File: config.mk
export PLATFORM = sky130hd
export DESIGN_NAME = sorted_priority_queue_core_flat
export DESIGN_NICKNAME = d
export VERILOG_FILES = /design/src/hdl/spq_pkg.sv /design/src/hdl/spq_req_if.sv /design/src/hdl/sorted_priority_queue_core.sv /design/src/hdl/spq_cell.sv /design/src/flat_wrapper.sv
export SDC_FILE = /design/constraint.sdc
export NUM_CORES = 2
export LEC_CHECK = 0
export ABC_CLOCK_PERIOD_IN_PS = 8500
export CAP_MARGIN = 10
export CELL_PAD_IN_SITES_DETAIL_PLACEMENT = 2
export CELL_PAD_IN_SITES_GLOBAL_PLACEMENT = 2
export CORE_MARGIN = 5
export CORE_UTILIZATION = 44
export CTS_CLUSTER_SIZE = 8
export DETAILED_ROUTE_END_ITERATION = 7
export DONT_BUFFER_PORTS = 1
export PLACE_DENSITY = 0.85
export RECOVER_POWER = 25
export SYNTH_ARGS = -nofsm -noshare
export SYNTH_HDL_FRONTEND = slang
export SYNTH_SLANG_ARGS = --single-unit
File: constraint.sdc
create_clock -name i_clk -period 8.5 [get_ports i_clk]
set_clock_uncertainty 0.2 [all_clocks]
set_input_delay 1.7 -clock i_clk [delete_from_list [all_inputs] [get_ports i_clk]]
set_output_delay 1.7 -clock i_clk [all_outputs]
set_load 0.02 [all_outputs]
File: src/hdl/spq_pkg.sv
`timescale 1ns / 1ps
`default_nettype none

package spq_pkg;

    typedef logic [1:0]  t_req;
    typedef logic [15:0] t_key;
    typedef logic [15:0] t_value;
    typedef logic [1:0]  t_status;

    localparam t_req REQ_PUSH = 2'd0;
    localparam t_req REQ_POP  = 2'd1;
    localparam t_req REQ_PEEK = 2'd2;

    localparam t_status STATUS_OK    = 2'd0;
    localparam t_status STATUS_EMPTY = 2'd1;
    localparam t_status STATUS_FULL  = 2'd2;

    typedef struct packed {
        t_key   key;
        t_value value;
    } t_entry;

    typedef struct packed {
        logic push;
        logic pop;
    } t_cell_ctrl;

endpackage

`default_nettype wire

File: src/hdl/spq_req_if.sv
`timescale 1ns / 1ps
`default_nettype none

interface spq_req_if;
    logic           valid;
    logic           ready;
    spq_pkg::t_req   req_type;
    spq_pkg::t_key   entry_priority;
    spq_pkg::t_value entry_value;

    modport source (output valid, output req_type, output entry_priority,
                    output entry_value, input ready);
    modport sink   (input valid, input req_type, input entry_priority,
                    input entry_value, output ready);
endinterface

interface spq_rsp_if;
    logic             valid;
    logic             ready;
    spq_pkg::t_value  out_value;
    spq_pkg::t_status status;

    modport source (output valid, output out_value, output status, input ready);
    modport sink   (input valid, input out_value, input status, output ready);
endinterface

`default_nettype wire

File: src/hdl/sorted_priority_queue_core.sv
`timescale 1ns / 1ps
`default_nettype none

// Channel  Dir  Payload                                  Transfer
// i_req    in   req_type, entry_priority, entry_value    valid & ready
// o_rsp    out  out_value, status                        valid & ready
//
// One request per cycle while i_req.ready is high; each gives one registered response the cycle after.
// Push and pop update the cells in the same cycle: on pop every cell shifts from its upper
//   neighbor; on push each cell sorting after the new entry takes it or its lower neighbor's.
// i_req.ready drops only while a response waits and o_rsp.ready is low.
// Synchronous active-low reset empties the queue; no clearing pass.

module sorted_priority_queue_core #(
    parameter int DEPTH = 16
) (
    input  wire logic   i_clk,
    input  wire logic   i_rst_n,
    spq_req_if.sink     i_req,
    spq_rsp_if.source   o_rsp
);
    import spq_pkg::*;

    t_entry           w_entry [DEPTH];
    logic [DEPTH-1:0] w_vld;
    logic [DEPTH-1:0] w_gt;
    t_entry           w_new;
    t_cell_ctrl       w_ctrl;
    logic             w_xfer;
    logic             w_full;
    logic             w_empty;

    logic    r_out_valid, n_out_valid;
    t_value  r_out_value, n_out_value;
    t_status r_status, n_status;

    assign w_new.key   = i_req.entry_priority;
    assign w_new.value = i_req.entry_value;
    assign w_full      = w_vld[DEPTH-1];
    assign w_empty     = !w_vld[0];

    assign i_req.ready = !r_out_valid || o_rsp.ready;
    assign w_xfer      = i_req.valid && i_req.ready;

    assign w_ctrl.push = w_xfer && (i_req.req_type == REQ_PUSH) && !w_full;
    assign w_ctrl.pop  = w_xfer && (i_req.req_type == REQ_POP) && !w_empty;

    for (genvar i = 0; i < DEPTH; i++) begin : g_cell
        t_entry w_prev_entry, w_next_entry;
        logic   w_prev_valid, w_prev_gt, w_next_valid;

        if (i == 0) begin : g_head
            assign w_prev_entry = w_new;
            assign w_prev_valid = 1'b0;
            assign w_prev_gt    = 1'b0;
        end else begin : g_body
            assign w_prev_entry = w_entry[i-1];
            assign w_prev_valid = w_vld[i-1];
            assign w_prev_gt    = w_gt[i-1];
        end

        if (i == DEPTH - 1) begin : g_tail
            assign w_next_entry = w_new;
            assign w_next_valid = 1'b0;
        end else begin : g_link
            assign w_next_entry = w_entry[i+1];
            assign w_next_valid = w_vld[i+1];
        end

        spq_cell u_cell (
            .i_clk          (i_clk),
            .i_rst_n        (i_rst_n),
            .i_ctrl         (w_ctrl),
            .i_new          (w_new),
            .i_prev_entry   (w_prev_entry),
            .i_prev_valid   (w_prev_valid),
            .i_prev_greater (w_prev_gt),
            .i_next_entry   (w_next_entry),
            .i_next_valid   (w_next_valid),
            .o_entry        (w_entry[i]),
            .o_valid        (w_vld[i]),
            .o_greater      (w_gt[i])
        );
    end

    always_comb begin
        n_out_valid = r_out_valid;
        n_out_value = r_out_value;
        n_status    = r_status;
        if (o_rsp.ready) begin
            n_out_valid = 1'b0;
        end
        if (w_xfer) begin
            n_out_valid = 1'b1;
            n_out_value = '0;
            n_status    = STATUS_OK;
            unique case (i_req.req_type)
                REQ_PUSH: begin
                    if (w_full) begin
                        n_status = STATUS_FULL;
                    end
                end
                REQ_POP, REQ_PEEK: begin
                    if (w_empty) begin
                        n_status = STATUS_EMPTY;
                    end else begin
                        n_out_value = w_entry[0].value;
                    end
                end
                default: begin
                    n_status = STATUS_OK;
                end
            endcase
        end
    end

    always_ff @(posedge i_clk) begin
        r_out_value <= n_out_value;
        r_status    <= n_status;
        if (!i_rst_n) begin
            r_out_valid <= 1'b0;
        end else begin
            r_out_valid <= n_out_valid;
        end
    end

    assign o_rsp.valid     = r_out_valid;
    assign o_rsp.out_value = r_out_value;
    assign o_rsp.status    = r_status;

    a_vld_contig: assert property (@(posedge i_clk) disable iff (!i_rst_n)
        ((w_vld >> 1) & ~w_vld) == '0)
        else $error("occupied cells not contiguous");

    a_push_grow: assert property (@(posedge i_clk) disable iff (!i_rst_n)
        w_ctrl.push |=> $countones(w_vld) == $past($countones(w_vld)) + 1)
        else $error("push did not add one entry");

    a_pop_shrink: assert property (@(posedge i_clk) disable iff (!i_rst_n)
        w_ctrl.pop |=> $countones(w_vld) + 1 == $past($countones(w_vld)))
        else $error("pop did not remove one entry");

    a_head_order: assert property (@(posedge i_clk) disable iff (!i_rst_n)
        w_vld[1] |-> (w_entry[0].key < w_entry[1].key)
                     || ((w_entry[0].key == w_entry[1].key)
                         && (w_entry[0].value <= w_entry[1].value)))
        else $error("front entries out of order");

endmodule

`default_nettype wire

File: src/hdl/spq_cell.sv
`timescale 1ns / 1ps
`default_nettype none

module spq_cell (
    input  wire logic                i_clk,
    input  wire logic                i_rst_n,
    input  wire spq_pkg::t_cell_ctrl i_ctrl,
    input  wire spq_pkg::t_entry     i_new,
    input  wire spq_pkg::t_entry     i_prev_entry,
    input  wire logic                i_prev_valid,
    input  wire logic                i_prev_greater,
    input  wire spq_pkg::t_entry     i_next_entry,
    input  wire logic                i_next_valid,
    output spq_pkg::t_entry          o_entry,
    output logic                     o_valid,
    output logic                     o_greater
);
    import spq_pkg::*;

    t_entry r_entry, n_entry;
    logic   r_valid, n_valid;

    // empty slots sort after everything
    always_comb begin
        o_greater = !r_valid
                    || (r_entry.key > i_new.key)
                    || ((r_entry.key == i_new.key) && (r_entry.value > i_new.value));
    end

    always_comb begin
        n_entry = r_entry;
        n_valid = r_valid;
        priority if (i_ctrl.pop) begin
            n_entry = i_next_entry;
            n_valid = i_next_valid;
        end else if (i_ctrl.push && o_greater) begin
            if (i_prev_greater) begin
                n_entry = i_prev_entry;
                n_valid = i_prev_valid;
            end else begin
                n_entry = i_new;
                n_valid = 1'b1;
            end
        end else begin
            // hold
            n_entry = r_entry;
            n_valid = r_valid;
        end
    end

    always_ff @(posedge i_clk) begin
        r_entry <= n_entry;
        if (!i_rst_n) begin
            r_valid <= 1'b0;
        end else begin
            r_valid <= n_valid;
        end
    end

    assign o_entry = r_entry;
    assign o_valid = r_valid;

endmodule

`default_nettype wire
File: src/flat_wrapper.sv
// flat-port wrapper written by rule: the top's interface ports become plain ports
module sorted_priority_queue_core_flat import spq_pkg::*;
#(
    parameter int DEPTH = 16
)
  (i_clk, i_rst_n, i_req_valid, i_req_req_type, i_req_entry_priority, i_req_entry_value, i_req_ready, o_rsp_valid, o_rsp_out_value, o_rsp_status, o_rsp_ready);
  spq_req_if i_req_i ();
  spq_rsp_if o_rsp_i ();
  input  wire logic i_clk;
  input  wire logic i_rst_n;
  input wire logic [$bits(i_req_i.valid)-1:0] i_req_valid;
  input wire logic [$bits(i_req_i.req_type)-1:0] i_req_req_type;
  input wire logic [$bits(i_req_i.entry_priority)-1:0] i_req_entry_priority;
  input wire logic [$bits(i_req_i.entry_value)-1:0] i_req_entry_value;
  output wire logic [$bits(i_req_i.ready)-1:0] i_req_ready;
  output wire logic [$bits(o_rsp_i.valid)-1:0] o_rsp_valid;
  output wire logic [$bits(o_rsp_i.out_value)-1:0] o_rsp_out_value;
  output wire logic [$bits(o_rsp_i.status)-1:0] o_rsp_status;
  input wire logic [$bits(o_rsp_i.ready)-1:0] o_rsp_ready;
  assign i_req_i.valid = i_req_valid;
  assign i_req_i.req_type = i_req_req_type;
  assign i_req_i.entry_priority = i_req_entry_priority;
  assign i_req_i.entry_value = i_req_entry_value;
  assign i_req_ready = i_req_i.ready;
  assign o_rsp_valid = o_rsp_i.valid;
  assign o_rsp_out_value = o_rsp_i.out_value;
  assign o_rsp_status = o_rsp_i.status;
  assign o_rsp_i.ready = o_rsp_ready;
  sorted_priority_queue_core #(.DEPTH(DEPTH)) u_core (.i_clk(i_clk), .i_rst_n(i_rst_n), .i_req(i_req_i), .o_rsp(o_rsp_i));
endmodule
## Yosys cells after proc, flatten, opt, wreduce, memory -nomap -nowiden

Cells that the tools add are included.

| operators by class | value |
|---|---|
| order comparisons | 32 |
| equality and inequality tests | 18 |
| mux-type cells | 97 |
| bitwise logic cells | 1 |
| reduce and logical (&&, ||, !) cells | 108 |

Operators by type and width:

| kind | number |
|---|---|
| two-way mux 32 bit | 47 |
| greater-than comparator 16 bit | 32 |
| == test 16 bit | 16 |
| two-way mux 1 bit | 48 |
| logical AND 1 bit | 37 |
| nonzero test 2 bit | 17 |
| logical OR 1 bit | 33 |
| logical NOT 1 bit | 17 |
| case mux 2 bit (2 select lines) | 1 |
| OR reduction 2 bit | 2 |
| == test 2 x 1 -> 1 bit, second input constant | 1 |
| == test 2 bit, second input constant | 1 |
| logical NOT 2 bit | 1 |
| two-way mux 2 bit | 1 |
| AND reduction 2 bit | 1 |
| NOT 1 bit | 1 |

| word-level totals | value |
|---|---|
| flip-flop bits (word level) | 547 |
| input port bits | 38 |
| output and inout port bits | 20 |
| word-level logic and storage cells | 307 |

## Longest topological paths before layout

| logic depth | value |
|---|---|
| depth in word-level cells | 8 |
| mapped depth | 12 |
| gate-level depth less buffers | 9 |

## Cells and area by module

A second synthesis with hierarchy kept.

| unflattened totals | value |
|---|---|
| cells, all modules | 4261 |
| area, all modules | 40955.5 sq um |

Modules (own cells, without submodules):

| module | times used | cells each | area an instance (sq um) | sequential area each (sq um) |
|---|---|---|---|---|
| spq_cell at u_core.g_cell[0].u_cell ... | 15 | 263 | 2509.9 | 980.9 |
| spq_cell at u_core.g_cell[9].u_cell | 1 | 265 | 2501.1 | 980.9 |
| sorted_priority_queue_core | 1 | 51 | 805.8 | 560.5 |

## Worst setup path before layout

Ideal clock, no wire load.

| path | value |
|---|---|
| path type | input-to-reg |
| start | in i_req_entry_priority[14] |
| end | reg u_core.g_cell[11].u_cell.r_entry (netlist bit u_core.g_cell[11].u_cell.o_entry[0]), enable pin |
| library setup time | 466 ps |
| data arrival time | 6673 ps |
| required time | 7834 ps |
| slack | 1162 ps |
| cell stages on the path | 11 |
| buffers on the path | 3 |
| cell sequence | clkbuf_1 > inv_1 > ha_1 > nand4_1 > or4_1 > or4_1 > a32oi_1 > a21boi_1 > buf_2 > buf_6 > o21ai_0 |

| between the ends | value |
|---|---|
| word-level cells in the longest chain between the ends | 5 |
| elaborated cells between the ends (all ways) | 7 |
| those cells by class | 1 x order compare; 1 x eq/ne; 5 x reduce/logical |

Ends and longest elaborated chain:

| item | RTL line | RTL |
|---|---|---|
| start, declared | flat_wrapper.sv:13 | `input wire logic [$bits(i_req_i.entry_priority)-1:0] i_req_entry_priority;` |
| greater-than comparator 16 bit or == test 16 bit (tied branches) | spq_cell.sv:26, spq_cell.sv:27 |  |
| logical OR 1 bit or logical AND 1 bit (tied branches) | spq_cell.sv:26, spq_cell.sv:27 |  |
| logical OR 1 bit (*) | spq_cell.sv:27 | `\|\| ((r_entry.key == i_new.key) && (r_entry.value > i_new.value));` |
| logical AND 1 bit (*) | spq_cell.sv:36 | `end else if (i_ctrl.push && o_greater) begin` |
| nonzero test 2 bit (no source line) (*) | - |  |
| end signal, assigned | spq_cell.sv:52 | `r_entry <= n_entry;` |
| end, declared | spq_cell.sv:20 | `t_entry r_entry, n_entry;` |

Every way passes the cells marked *; elsewhere a longest branch is shown, timed or not.
A chain may end at the register's enable or synchronous reset.

## Worst setup path after layout

| path | value |
|---|---|
| start | in o_rsp_ready |
| end | reg u_core.g_cell[14].u_cell.r_entry (netlist bit u_core.g_cell[14].u_cell.o_entry[1]), enable pin |

| between the ends | value |
|---|---|
| word-level cells in the longest chain between the ends | 6 |
| elaborated cells between the ends (all ways) | 8 |
| those cells by class | 8 x reduce/logical |

Ends and longest elaborated chain:

| item | RTL line | RTL |
|---|---|---|
| start, declared | flat_wrapper.sv:19 | `input wire logic [$bits(o_rsp_i.ready)-1:0] o_rsp_ready;` |
| logical OR 1 bit (*) | sorted_priority_queue_core.sv:42 | `assign i_req.ready = !r_out_valid \|\| o_rsp.ready;` |
| logical AND 1 bit (*) | sorted_priority_queue_core.sv:43 | `assign w_xfer = i_req.valid && i_req.ready;` |
| logical AND 1 bit (2 in a row) | sorted_priority_queue_core.sv:45 | `assign w_ctrl.push = w_xfer && (i_req.req_type == REQ_PUSH) && !w_full;` |
| logical AND 1 bit | spq_cell.sv:36 |  |
| nonzero test 2 bit (no source line) (*) | - |  |
| end signal, assigned | spq_cell.sv:52 |  |
| end, declared | spq_cell.sv:20 |  |

Marked as above.

==> flow_summary.json <==
{
  "tightest_slew_ns": 1.929,
  "start_util_pct": 44.14,
  "crit_type": "primary input to register",
  "wl_met2_um": 69970,
  "fmax_mhz": 143.2,
  "grt_max_degree": 230,
  "synth_common_cells": "edfxtp_1 (530), ha_1 (483), mux2i_1 (416), nand2_1 (374), a21oi_1 (372)",
  "post-route-drc-count": 0,
  "port_buffers": 0,
  "synth_fp_nets": 4120,
  "min_from": "u_core.g_cell[13].u_cell.o_valid",
  "required_ns": 8.55,
  "leakage_nw": 14.43,
  "drt-met1-wl_um": 57810,
  "fin_crit_ns": 6.981,
  "crit_family": "buffers and inverters",
  "critPathMaxStageDelay_ns": 1.70,
  "ys_ff_latch": 547,
  "route.top_layer_used": "met5",
  "finalSetupTns_ns": 0,
  "hold_class": "register to register",
  "syn_area_mm2": 0.03747,
  "critPathLaunch": "o_rsp_ready",
  "powerDensity_mw_per_mm2": 170.6,
  "synth.avg_cell_area_um2": 10.41,
  "ios": 58,
  "clock_sinks": 547,
  "report.final.slew_viol_count": 54,
  "synthArstFlopShare_pct": 0,
  "synth_ff_type": "edfxtp_1",
  "post_cts_resized": 0,
  "ff_latch_area_mm2": 0.01626,
  "grt-ovfl-total": 0,
  "synth_edf_count": 530,
  "die-area_mm2": 0.09109,
  "drt_wl_total_um": 140200,
  "r2r_end": "u_core.g_cell[14].u_cell.o_entry[1]",
  "outcome": "finished, violations left",
  "fp.coreArea_mm2": 0.08488,
  "cp-endpoint": "u_core.g_cell[14].u_cell.o_entry[1]",
  "hold_slack_ns": 0.3680,
  "via_per_inst": 6.516,
  "grt.total_usage_pct": 29.92,
  "slowest_stage": "nand3_1",
  "dieWidth_um": 301.8,
  "dp_hpwl_um": 96930,
  "synth_most_common_cell": "edfxtp_1",
  "multiInputGateArea_mm2": 0.02028,
  "fin_area_mm2": 0.04093,
  "routed-wl-met3_um": 7339,
  "clockBufferDepth": 3,
  "hold_viol_final": 0,
  "antenna_found_initial": 4,
  "worstSetupPathDepth": 7,
  "post_dp_cell_area_mm2": 0.03877,
  "drt_iter0_drc": 2165,
  "violations": "capacitance limit, slew limit",
  "fp.dieH_um": 301.8,
  "reg2reg_depth": 7,
  "drive_gt1_share_pct": 5.540,
  "cts.reportedPaths.clkPinSlew_ns": 0.06,
  "rsz0062_at_grt": "false",
  "ir_drop_v": 0.0001473,
  "nFillCells": 8692,
  "setup_viol_count_final": 0,
  "path_common_cell": "buf_4",
  "period_share_pct": 82.13,
  "drt_pass1_iterations": 5,
  "synth_cell_types": 52,
  "cts_tree": "built",
  "ys_seq_area_share_pct": 43.38,
  "hold_buffers": 0,
  "crit_path_end_kind": "register",
  "vias": 30630,
  "wire_per_inst_um": 29.82,
  "area_growth_pct": 9.230,
  "crit_chain": "nand2b_1, and2_1, clkbuf_1, nand3_1, buf_4, o21ai_0, buf_4",
  "r2r_slack_ns": 2.21,
  "place_congestion": 0.8561,
  "cts_root_buffer": "clkbuf_16",
  "clock_latency_ns": 0.63,
  "slew_headroom_pct": -28.59,
  "critical_path_buf_inv_count": 3,
  "cts-buffers-inserted": 78,
  "synth_area_leaders": "edfxtp_1 (42%), ha_1 (16%), mux2i_1 (11%)",
  "yosys_warnings": 0,
  "cts_htree_levels": 3,
  "drv_cap": 2,
  "netlist.area_leader.share_pct": 42.48,
  "post_cts_buffers": 0,
  "syn_inst": 3599,
  "antenna_left": 0,
  "final_nets": 4045,
  "start_kind": "primary input",
  "worstPathArrival_ns": 7.03,
  "final_core_utilization_pct": 48.22,
  "cp_max_fo": 50,
  "grt_pass1_wl_um": 210500,
  "yosysTopAreaCell": "edfxtp_1",
  "reg2reg_from": "u_core.o_rsp.valid",
  "num_rows": 107,
  "grt_pass1_vias": 34157
}
==> cells by family (layout without fill, tap and decap cells) <==
logic type	count (synthesis)	count (layout)	share of synthesized area (%)
flops	547	547	43.38
mux	448	448	12.08
other cells	0	1	0
buf+inv	304	261	3.379
compound gates	886	886	13.62
fa+ha+maj	483	483	16.13
simple gates	931	931	11.41
==> sequential cells by signal, summed over array words and instances, names as in the netlist <==
register                      count
u_core.g_cell.u_cell.o_entry    512
u_core.g_cell.u_cell.o_valid     16
u_core.o_rsp.out_value           16
u_core.o_rsp.status               2
u_core.o_rsp.valid                1
==> power by group <==
group | switching (mW) | internal, mW | total [mW] | leakage, nW
Combinational | 0.516 | 0.297 | 0.813 | 8.37
Clock | 1.27 | 1.72 | 2.99 | 1.05
Sequential | 0.101 | 3.08 | 3.18 | 5.01
Total | 1.89 | 5.09 | 6.98 | 14.4
==> worst min path at each step <==
stage / end / cells after the start
final: u_core.g_cell[12].u_cell.o_valid / 2
after global routing: u_core.g_cell[1].u_cell.o_entry[16] / 1
after CTS: u_core.g_cell[12].u_cell.o_valid / 2
after detailed placement: u_core.g_cell[12].u_cell.o_valid / 2
after global placement: u_core.g_cell[14].u_cell.o_entry[17] / 2
after floorplan: u_core.g_cell[10].u_cell.o_valid / 2
==> routing by layer <==
metal / vias to the layer above / GRT usage (%)
li1: 13439 / -
met3: 365 / 5.325
met1: 15840 / 36.70
met2: 982 / 52.82
met4: 4 / 11.05
met5: - / 0
==> layout by cell type, fill, tap and decap left out, types with 81 or more instances in the layout <==
cell type,count
a21oi_1,372
clkbuf_16,81
edfxtp_1,530
ha_1,483
inv_1,96
mux2i_1,416
nand2_1,374
nand4_1,95
nor2_1,228
o21ai_0,315
==> layout make-up <==
cell class | instances | share of cell area (%)
sequential | 547 | 39.72
clock buffer | 109 | 5.209
antenna | 1 | 0.006114
inverter | 96 | 0.8805
tap | 1144 | 3.497
timing repair buffer | 53 | 1.042
multi-input combinational | 2748 | 49.54
clock inverter | 3 | 0.1009
==> worst min-delay path: cells and delay by family (launching register included) <==
| family | cells | cell delay, ns |
|---|---|---|
| AND/OR/NAND/NOR | 1 | 0.05 |
| AO/OA/AOI/OAI | 1 | 0.16 |
| flip-flops | 1 | 0.31 |
==> through the flow <==
stage	cells	setup WS (ns)	power (mW)
final	4701	1.519	6.982
after global routing	4700	1.330	7.197
after CTS	4699	2.751	7.000
after detailed placement	4587	2.105	4.001
after global placement	4587	2.367	3.919
after floorplan	3599	1.162	3.717
Note: power is estimated with default switching activity, not from simulation.
